`config.mk`:
```
export PLATFORM = sky130hd
export DESIGN_NAME = periodic_timer_bank
export DESIGN_NICKNAME = d
export VERILOG_FILES = /design/src/sv/ptb_pkg.sv /design/src/sv/ptb_front.sv /design/src/sv/ptb_queue.sv /design/src/sv/ptb_back.sv /design/src/sv/periodic_timer_bank.sv
export SDC_FILE = /design/constraint.sdc
export NUM_CORES = 2
export LEC_CHECK = 0
export ABC_AREA = 1
export BUFFER_PORTS_ARGS = -buffer_cell sky130_fd_sc_hd__buf_2
export CORE_MARGIN = 2
export CORE_UTILIZATION = 26
export CTS_CLUSTER_DIAMETER = 40
export CTS_CLUSTER_SIZE = 16
export DETAILED_ROUTE_END_ITERATION = 6
export SYNTH_ARGS = -nofsm -noshare
export SYNTH_HDL_FRONTEND = slang
export SYNTH_SLANG_ARGS = --single-unit
```
`constraint.sdc`:
```
create_clock -name clk -period 5.6 [get_ports clk]
set_clock_uncertainty 0.05 [all_clocks]
set_input_delay 0.28 -clock clk [delete_from_list [all_inputs] [get_ports clk]]
set_output_delay 0.28 -clock clk [all_outputs]
set_load 0.005 [all_outputs]
```
`src/sv/ptb_pkg.sv`:
```
package ptb_pkg;

	localparam int NUM_TIMERS  = 16;
	localparam int IDX_W       = (NUM_TIMERS > 1) ? $clog2(NUM_TIMERS) : 1;
	localparam int CNT_W       = $clog2(NUM_TIMERS + 1);
	localparam int QUEUE_DEPTH = 4;
	localparam int QPTR_W      = $clog2(QUEUE_DEPTH);
	localparam int QCNT_W      = $clog2(QUEUE_DEPTH + 1);

	localparam logic KIND_EXPIRY = 1'b0;
	localparam logic KIND_QUERY  = 1'b1;

	typedef enum logic [2:0] {
		MODE_TICK          = 3'd0,
		MODE_SCAN          = 3'd1,
		MODE_SET           = 3'd2,
		MODE_SET_IF_ACTIVE = 3'd3,
		MODE_CANCEL        = 3'd4,
		MODE_QUERY         = 3'd5
	} mode_t;

	typedef struct packed {
		logic [2:0]  mode;
		logic [7:0]  timer_index;
		logic [15:0] period;
		logic [15:0] user_data;
	} req_t;

	typedef struct packed {
		logic        kind;
		logic [7:0]  fired_index;
		logic [15:0] fired_data;
		logic        is_active;
		logic        last_result;
	} rsp_t;

	// classified request as it sits in the queue
	typedef struct packed {
		mode_t       mode;
		logic        in_range;
		logic [7:0]  timer_index;
		logic [15:0] period;
		logic [15:0] user_data;
	} cmd_t;

endpackage

```
`src/sv/ptb_front.sv`:
```
module ptb_front import ptb_pkg::*; (
	input  logic start,
	input  req_t request,
	input  logic full,
	output logic busy,
	output logic push,
	output cmd_t push_cmd
);

	logic known;

	// modes above query do nothing and never enter the queue
	assign known = (request.mode <= MODE_QUERY);
	assign busy  = full;
	assign push  = start && !full && known;

	always_comb begin
		push_cmd.mode        = mode_t'(request.mode);
		push_cmd.in_range    = (request.timer_index < 8'(NUM_TIMERS));
		push_cmd.timer_index = request.timer_index;
		push_cmd.period      = request.period;
		push_cmd.user_data   = request.user_data;
	end

endmodule

```
`src/sv/ptb_queue.sv`:
```
module ptb_queue import ptb_pkg::*; (
	input  logic clk,
	input  logic arst_n,
	input  logic push,
	input  cmd_t push_cmd,
	input  logic pop,
	output cmd_t head,
	output logic empty,
	output logic full
);

	cmd_t              slot_q [QUEUE_DEPTH];
	logic [QPTR_W-1:0] wr_ptr_q;
	logic [QPTR_W-1:0] rd_ptr_q;
	logic [QCNT_W-1:0] count_q;

	assign empty = (count_q == '0);
	assign full  = (count_q == QCNT_W'(QUEUE_DEPTH));
	assign head  = slot_q[rd_ptr_q];

	always_ff @(posedge clk) begin
		if (push) begin
			slot_q[wr_ptr_q] <= push_cmd;
		end
	end

	always_ff @(posedge clk or negedge arst_n) begin
		if (!arst_n) begin
			wr_ptr_q <= '0;
			rd_ptr_q <= '0;
			count_q  <= '0;
		end else begin
			if (push) begin
				wr_ptr_q <= wr_ptr_q + QPTR_W'(1);
			end
			if (pop) begin
				rd_ptr_q <= rd_ptr_q + QPTR_W'(1);
			end
			if (push && !pop) begin
				count_q <= count_q + QCNT_W'(1);
			end else if (pop && !push) begin
				count_q <= count_q - QCNT_W'(1);
			end
		end
	end

endmodule

```
`src/sv/ptb_back.sv`:
```
module ptb_back import ptb_pkg::*; (
	input  logic clk,
	input  logic arst_n,
	input  logic empty,
	input  cmd_t head,
	output logic pop,
	output logic result_valid,
	output rsp_t result
);

	typedef enum logic [2:0] {
		ST_IDLE  = 3'b001,
		ST_SCAN  = 3'b010,
		ST_FLUSH = 3'b100
	} state_t;

	state_t           state_q;
	logic [15:0]      time_q;
	logic [15:0]      per_q [NUM_TIMERS];
	logic [15:0]      stamp_mem [NUM_TIMERS];
	logic [15:0]      word_mem [NUM_TIMERS];

	logic [CNT_W-1:0] rd_idx_q;
	logic             valid_s1;
	logic [IDX_W-1:0] idx_s1;
	logic [15:0]      stamp_s1;
	logic [15:0]      word_s1;

	logic             pend_q;
	logic [IDX_W-1:0] pend_idx_q;
	logic [15:0]      pend_word_q;

	logic             res_valid_q;
	rsp_t             res_q;

	logic [IDX_W-1:0] head_idx;
	logic [15:0]      head_per;
	logic             rd_issue;
	logic [IDX_W-1:0] rd_addr;
	logic [15:0]      s1_per;
	logic [15:0]      elapsed;
	logic             expire;
	logic             st_we;
	logic [IDX_W-1:0] st_waddr;
	logic             wd_we;
	logic             emit_v;
	rsp_t             emit_rsp;
	logic             scan_end;

	assign pop      = (state_q == ST_IDLE) && !empty;
	assign head_idx = head.timer_index[IDX_W-1:0];
	assign head_per = per_q[head_idx];

	always_comb begin
		rd_issue = 1'b0;
		rd_addr  = '0;
		case (state_q)
			ST_IDLE: begin
				rd_issue = pop && (head.mode == MODE_SCAN);
			end
			ST_SCAN: begin
				rd_issue = (rd_idx_q < CNT_W'(NUM_TIMERS));
				rd_addr  = rd_idx_q[IDX_W-1:0];
			end
			default: begin
				rd_issue = 1'b0;
			end
		endcase
	end

	// expiry test on the entry read in the previous cycle, wrapped elapsed time
	assign s1_per   = per_q[idx_s1];
	assign elapsed  = time_q - stamp_s1;
	assign expire   = (state_q == ST_SCAN) && valid_s1 && (s1_per != 16'd0)
		&& (elapsed > s1_per);
	assign scan_end = valid_s1 && (idx_s1 == IDX_W'(NUM_TIMERS - 1));

	always_comb begin
		st_we    = 1'b0;
		st_waddr = head_idx;
		wd_we    = 1'b0;
		if (pop && head.in_range) begin
			case (head.mode)
				MODE_SET: begin
					st_we = 1'b1;
					wd_we = 1'b1;
				end
				MODE_SET_IF_ACTIVE: begin
					wd_we = (head_per != 16'd0);
				end
				default: begin
					wd_we = 1'b0;
				end
			endcase
		end
		if (expire) begin
			st_we    = 1'b1;
			st_waddr = idx_s1;
		end
	end

	// an expiry is held back until the next expiry or the flush so the final one can carry last_result
	always_comb begin
		emit_v   = 1'b0;
		emit_rsp = '0;
		if (pop && (head.mode == MODE_QUERY)) begin
			emit_v               = 1'b1;
			emit_rsp.kind        = KIND_QUERY;
			emit_rsp.fired_index = head.timer_index;
			emit_rsp.is_active   = head.in_range && (head_per != 16'd0);
			emit_rsp.last_result = 1'b1;
		end else if ((expire || state_q == ST_FLUSH) && pend_q) begin
			emit_v               = 1'b1;
			emit_rsp.kind        = KIND_EXPIRY;
			emit_rsp.fired_index = 8'(pend_idx_q);
			emit_rsp.fired_data  = pend_word_q;
			emit_rsp.is_active   = 1'b1;
			emit_rsp.last_result = (state_q == ST_FLUSH);
		end
	end

	always_ff @(posedge clk) begin
		if (st_we) begin
			stamp_mem[st_waddr] <= time_q;
		end
		if (wd_we) begin
			word_mem[head_idx] <= head.user_data;
		end
		if (rd_issue) begin
			stamp_s1 <= stamp_mem[rd_addr];
			word_s1  <= word_mem[rd_addr];
			idx_s1   <= rd_addr;
		end
		if (expire) begin
			pend_idx_q  <= idx_s1;
			pend_word_q <= word_s1;
		end
		if (emit_v) begin
			res_q <= emit_rsp;
		end
	end

	always_ff @(posedge clk or negedge arst_n) begin
		if (!arst_n) begin
			time_q <= '0;
			for (int i = 0; i < NUM_TIMERS; i++) begin
				per_q[i] <= '0;
			end
		end else if (pop) begin
			case (head.mode)
				MODE_TICK: begin
					time_q <= time_q + 16'd1;
				end
				MODE_SET: begin
					if (head.in_range) begin
						per_q[head_idx] <= head.period;
					end
				end
				MODE_SET_IF_ACTIVE: begin
					if (head.in_range && head_per != 16'd0) begin
						per_q[head_idx] <= 16'd1;
					end
				end
				MODE_CANCEL: begin
					if (head.in_range) begin
						per_q[head_idx] <= 16'd0;
					end
				end
				default: begin
					time_q <= time_q;
				end
			endcase
		end
	end

	always_ff @(posedge clk or negedge arst_n) begin
		if (!arst_n) begin
			state_q     <= ST_IDLE;
			rd_idx_q    <= '0;
			valid_s1    <= 1'b0;
			pend_q      <= 1'b0;
			res_valid_q <= 1'b0;
		end else begin
			res_valid_q <= emit_v;
			case (state_q)
				ST_IDLE: begin
					if (rd_issue) begin
						state_q  <= ST_SCAN;
						rd_idx_q <= CNT_W'(1);
						valid_s1 <= 1'b1;
						pend_q   <= 1'b0;
					end
				end
				ST_SCAN: begin
					valid_s1 <= rd_issue;
					if (rd_issue) begin
						rd_idx_q <= rd_idx_q + CNT_W'(1);
					end
					if (expire) begin
						pend_q <= 1'b1;
					end
					if (scan_end) begin
						state_q <= ST_FLUSH;
					end
				end
				ST_FLUSH: begin
					pend_q  <= 1'b0;
					state_q <= ST_IDLE;
				end
				default: begin
					state_q <= ST_IDLE;
				end
			endcase
		end
	end

	assign result_valid = res_valid_q;
	assign result       = res_q;

endmodule

```
`src/sv/periodic_timer_bank.sv`:
```
// a query answer is formed as the query is popped from the queue and leaves through the result register
// tick, set, set-if-active, cancel and query complete as the back end pops them;
// a scan does one stamp/word memory read per timer, then a flush, and pops nothing until idle
// a 4-entry queue takes requests while the back end works; busy means the queue is full
// reset: time zero, every timer inactive, queue empty, no clearing pass
// results cannot be stalled: each one is on the result ports for exactly one cycle
module periodic_timer_bank import ptb_pkg::*; (
	input  logic clk,
	input  logic arst_n,
	input  logic start,
	input  req_t request,
	output logic busy,
	output logic result_valid,
	output rsp_t result
);

	logic push;
	cmd_t push_cmd;
	logic pop;
	cmd_t head;
	logic empty;
	logic full;

	ptb_front u_front (
		.start    (start),
		.request  (request),
		.full     (full),
		.busy     (busy),
		.push     (push),
		.push_cmd (push_cmd)
	);

	ptb_queue u_queue (
		.clk      (clk),
		.arst_n   (arst_n),
		.push     (push),
		.push_cmd (push_cmd),
		.pop      (pop),
		.head     (head),
		.empty    (empty),
		.full     (full)
	);

	ptb_back u_back (
		.clk          (clk),
		.arst_n       (arst_n),
		.empty        (empty),
		.head         (head),
		.pop          (pop),
		.result_valid (result_valid),
		.result       (result)
	);

	a_query_last: assert property (@(posedge clk) disable iff (!arst_n)
		result_valid && result.kind == KIND_QUERY |-> result.last_result)
		else $error("query answer without last marker");

	a_expiry_active: assert property (@(posedge clk) disable iff (!arst_n)
		result_valid && result.kind == KIND_EXPIRY |-> result.is_active)
		else $error("expiry result from an inactive timer");

	a_busy_rise: assert property (@(posedge clk) disable iff (!arst_n)
		$rose(busy) |-> $past(push))
		else $error("queue went full without a request");

	a_query_resp: assert property (@(posedge clk) disable iff (!arst_n)
		pop && head.mode == MODE_QUERY |=> result_valid && result.kind == KIND_QUERY)
		else $error("query popped without an answer");

endmodule
```
* Word-level counts from Yosys, hierarchy flattened
Memories as Yosys holds them, arrays and structs flattened. A register that Yosys moved wholly into a read port is not among the register bits. Index checks and enable logic that the tools add are counted.
Storage, ports and cells: memories kept 3, input bits 46, word-level logic and storage cells 155, register bits after elaboration 341, output and inout bits 29, bits in writable memories 688
Cells by class: reduce and logical (&&, ||, !) cells 35, $lt $le $gt $ge 7, bitwise operators 8, add/subtract/negate cells 7, eq/ne operators 17, mux-type cells 45
Memories:
- u_back.stamp_mem | words 16, bits a word 16, read ports 1, clocked after memory_dff 1, write ports 1, RTL line ptb_back.sv:20 | logic [15:0] stamp_mem [NUM_TIMERS];
- u_back.word_mem | words 16, bits a word 16, read ports 1, clocked after memory_dff 1, write ports 1, RTL line ptb_back.sv:21 | logic [15:0] word_mem [NUM_TIMERS];
- u_queue.slot_q | words 4, bits a word 44, read ports 1, clocked after memory_dff 0, write ports 1, RTL line ptb_queue.sv:12 | cmd_t slot_q [QUEUE_DEPTH];
Operator list (count):
- $mux 256 | 3
- $pmux 256 s3 | 1
- $and 256x256->256 | 1
- $bwmux 256 | 1
- $not 256->256 | 1
- $and 240x240->240 | 1
- $not 240->240 | 1
- $bmux 16 s4 | 2
- $mux 16 | 5
- $demux 16 s4 | 1
- $reduce_bool 16->1 | 2
- $mux 22 | 1
- $add 16x1->16 const B | 1
- $gt 16x16->1 | 1
- $or 16x16->16 | 1
- $sub 16x16->16 | 1
- $logic_and 1x1->1 | 15
- $mux 1 | 15
- $ne 2x1->1 const B | 7
- $eq 3x3->1 const B | 4
- $mux 3 | 4
- $ge 5x5->1 const B | 2
- $mux 5 | 2
- $not 4->5 | 2
- 28 further kinds | 44

* Logic depth before layout (Yosys ltp)
depth after elaboration 11, depth in mapped cells 28, gate-level depth less buffers 27

* Hierarchy
A second synthesis with hierarchy kept.
Second synthesis, totals: cells, all modules 4711, area total of the unflattened synthesis 48046.1 µm²
Modules (own cells, without submodules):
- ptb_back | instances 1, area an instance 40188.5 µm², sequential area each 24950.2 µm², cells each 4094
- ptb_queue | instances 1, area an instance 7482.2 µm², sequential area each 5460.2 µm², cells each 561
- ptb_front | instances 1, area an instance 375.4 µm², sequential area each 0.0 µm², cells each 56

* Least setup slack after synthesis
Ideal clock, no wire load.
path kind register -> register, start register u_back.time_q[0], end register u_back.res_q (netlist bit u_back.result[0]), enable pin, data required time 5165 ps, period minus slack after synthesis 5351 ps, stages on the path, launching flop included 28, buffers on the path 1, arrival time 4916 ps, setup time 385 ps, path slack 249 ps, path through dfrtp_1 > inv_1 > ha_1 > inv_1 > fa_1 > nand3_1 > nand2_1 > nand4_1 > nand2_1 > a21boi_0 > o21ai_0 > a21oi_1 > o21ai_0 > xor2_1 > ha_1 > nand2_1 > inv_1 > nand3_1 > nor3_1 > a21oi_1 > a21oi_1 > nand2_2 > inv_2 > nand2_1 > nand2_1 > inv_2 > buf_4 > nand2_1
Between the ends: word-level cells in the longest chain between the ends 7
Ends and longest elaborated chain:
- start, declared | RTL line ptb_back.sv:18 | logic [15:0] time_q;
- start signal, assigned | RTL line ptb_back.sv:152 | time_q <= time_q + 16'd1;
- start signal, assigned | RTL line ptb_back.sv:170 | time_q <= time_q;
- $sub 16x16->16 | RTL line ptb_back.sv:73 | assign elapsed = time_q - stamp_s1;
- $gt 16x16->1 | RTL line ptb_back.sv:75 | && (elapsed > s1_per);
- $logic_and 1x1->1 | RTL line ptb_back.sv:75
- via u_back.expire | RTL line ptb_back.sv:42 | logic expire;
- $logic_or 1x1->1 | RTL line ptb_back.sv:112 | end else if ((expire || state_q == ST_FLUSH) && pend_q) begin
- $logic_and 1x1->1 | RTL line ptb_back.sv:112
- $mux 1 | RTL line ptb_back.sv:112
- $mux 1 | RTL line ptb_back.sv:106 | if (pop && (head.mode == MODE_QUERY)) begin
- via u_back.emit_v | RTL line ptb_back.sv:46 | logic emit_v;
- end signal, assigned | RTL line ptb_back.sv:139 | res_q <= emit_rsp;
- end, declared | RTL line ptb_back.sv:34 | rsp_t res_q;
The timed path passes the listed nets, and every way through them passes these cells. A chain may end at the register's enable or synchronous reset.

* Final worst setup path
start register u_back.time_q[0], end register u_back.res_q (netlist bit u_back.result[8]), enable pin
The elaborated chain is that of the path after synthesis.

==> flow_metrics.tcl <==
set metrics [dict create \
    cts_tree "yes" \
    yosys.cell_count.top_type "nand2_1" \
    cellLeakagePower_nw 22.2 \
    grt_max_degree 190 \
    max_stage_delay_ns 0.39 \
    area_growth_pct 19.0 \
    initial_core_util_pct 26.1 \
    place.gp.congestion 0.924 \
    grt_pass1_wl_mm 237 \
    postSynth.asyncResetShare_pct 27.3 \
    insertion_delay_ns 0.81 \
    holdWs_ns 0.178 \
    die_area_sq_um 192000 \
    cts_max_level 4 \
    cts-root-buf "clkbuf_16" \
    post_drt_via_cell_ratio 5.11 \
    worst_setup_path_end_kind "register" \
    synthFlopType "edfxtp_1" \
    chipWidth_microns 438 \
    ant_nets 0 \
    cp_common_cell "nand2_1" \
    relSlewSlack_pct 15.1 \
    cts_made_buffers 148 \
    synth-seq-area-share_pct 62.1 \
    drv_slew 0 \
    drt_iter0_markers 4600 \
    synth_area_sq_um 49000 \
    fin_nets 5057 \
    min_period_ns 4.96 \
    die_height_microns 438 \
    ir_drop_uv 525 \
    post-route-period-util_pct 88.6 \
    drive_gt1_share_pct 11.6 \
    crit_buf_inv 6 \
    critPathKind "register to register" \
    num_vias 38831 \
    cap_violations 0 \
    grt-ovfl-total 0 \
    wl_per_cell_microns 21.1 \
    fp.coreArea_sq_um 188000 \
    syn-num-nets 4969 \
    first_global_vias 36632 \
    totalWireLength_mm 160 \
    rsz0062_at_grt "false" \
    cts_max_path_buffers 3 \
    synth_area_leaders "edfxtp_1 (47%), dfrtp_1 (15%), nand2_1 (7.8%)" \
    numPortBuffers 74 \
    cp.required_ns 6.01 \
    hold_viol_final 0 \
    synth-edff-count 771 \
    hpwl_mm 99.1 \
    synth_top_area_share_pct 47.2 \
    max_freq_mhz 201 \
    postCtsSetupRepairBufs 0 \
    start_kind "register" \
    syn_avg_cell_area_sq_um 10.0 \
    rows 159 \
    critical_path.top_delay_family "simple AND/OR/NAND/NOR gates" \
    fill_cells 18951 \
    finalSetupViolations 0 \
    grt_use_total_pct 16.2 \
    worst_pin_slew_ns 1.27 \
    synthCells 4883 \
    drc 0 \
    synth_seq_cells 1061 \
    arrival_ns 5.37 \
    power.density_nw_per_um2 571 \
    io-pin-count 75 \
    synth.distinct_cells 47 \
    ys_top_cells_by_count "nand2_1 (1,012), edfxtp_1 (771), nor2_1 (597), o21ai_0 (450), dfrtp_1 (289)" \
    clock-sinks 1061 \
    min_path_type "primary input to register" \
    antenna_found_initial 5 \
    critPathSlowestCell "fa_1" \
    drt_pre_antenna_iters 6 \
    setup-tns-final_ns 0 \
    status "finished, final reports clean" \
    synth_top_area_cell "edfxtp_1" \
    yosys_warnings 0 \
    clkTransAtPathRegs_ns 0.06 \
    crit_fanout 28 \
]
## routing by layer
layer | track usage (%) | wire length (microns) | vias up
li1 | - | - | 17579
met3 | 2.93 | 12200 | 364
met1 | 21.5 | 65900 | 19131
met5 | 0 | 0 | -
met4 | 8.05 | 7870 | 0
met2 | 25.4 | 74000 | 1757
## cell families (layout without fill, tap and decap cells)
| logic type | count (synthesis) | count (layout) | share of synthesized area, % |
|---|---|---|---|
| XOR/XNOR | 33 | 33 | 0.590 |
| multiplexers | 1 | 1 | 0.0230 |
| adder cells (fa/ha/maj) | 40 | 40 | 1.05 |
| AO/OA/AOI/OAI | 981 | 981 | 12.2 |
| other | 0 | 3 | 0 |
| flip-flops | 1061 | 1061 | 62.1 |
| AND/OR/NAND/NOR | 2177 | 2177 | 19.1 |
| buffers and inverters | 590 | 804 | 4.99 |
## power breakdown
part	switching, mW	total (mW)	internal, mW	leakage (nW)
Clock	3.86	9.71	5.85	2.52
Sequential	0.903	11.2	10.3	10.5
Combinational	9.54	12.4	2.85	9.13
## path summary, 6_finish.rpt
check	end	cells past startpoint	from	slack, ns
setup / recovery	u_back.result[8]	27	u_back.time_q[0]	0.64
hold / removal	u_queue.slot_q[0][26]	2	request[26]	0.18
setup reg to reg	u_back.result[8]	27	u_back.time_q[0]	0.64
hold reg to reg	u_back.pend_word_q[3]	0	u_back.word_s1[3]	0.37
max in group asynchronous	asynchronous set/reset pin	3	arst_n	3.79
min in group asynchronous	asynchronous set/reset pin	2	arst_n	0.19
## area by class of cell
cell class	count	area, sq um	area share, %
Inverter	250	946	1.62
Clock buffer	171	3910	6.71
Tap cell	2495	3120	5.36
Multi-Input combinational cell	3232	16300	28.0
Clock inverter	105	1340	2.29
Timing Repair Buffer	278	2220	3.80
Antenna cell	3	7.51	0.0129
Sequential cell	1061	30400	52.2
## worst reg2reg max path, delay by kind of cell, from the launching register on
family                     cells  cell delay, ns
and+or+nand+nor               11            1.27
AOI/OAI and AO/OA              6            1.12
buffers and inverters          6            0.84
adders and majority gates      3            0.84
DFF                            1            0.37
xor gates and xnor gates       1            0.15
## through the flow
step	power, mW	worst slack, ns	instance area (sq um)	std cells	utilization, %
floorplan	18.2	0.249	49000	4883	-
global placement	23.3	0.428	52600	7271	28.0
detailed placement	23.4	0.481	52600	7271	28.0
CTS	33.2	0.483	58300	7592	31.1
global route	34.7	0.0552	58300	7594	31.1
finish	33.3	0.636	58300	7595	31.1
## layout by cell type (no fill, tap or decap), types with 73 or more instances in the layout
cell and n:
edfxtp_1 771, nand3_1 228, nor2_1 573, buf_4 143, o22ai_1 91, nand2_1 1011
clkbuf_16 149, buf_2 73, o21ai_0 450, o31ai_1 97, o211ai_1 119, dfrtp_1 287
inv_1 228, nand4_1 272
## what timing repair did
| action | CTS | global route |
|---|---|---|
| hold buffers | 45 | 0 |
| setup endpoints to repair | 0 | 27 |
| endpoints found under the hold margin | 278 | 0 |
| gates resized for setup | 0 | 1 |
(Power assumes the default switching activity.)
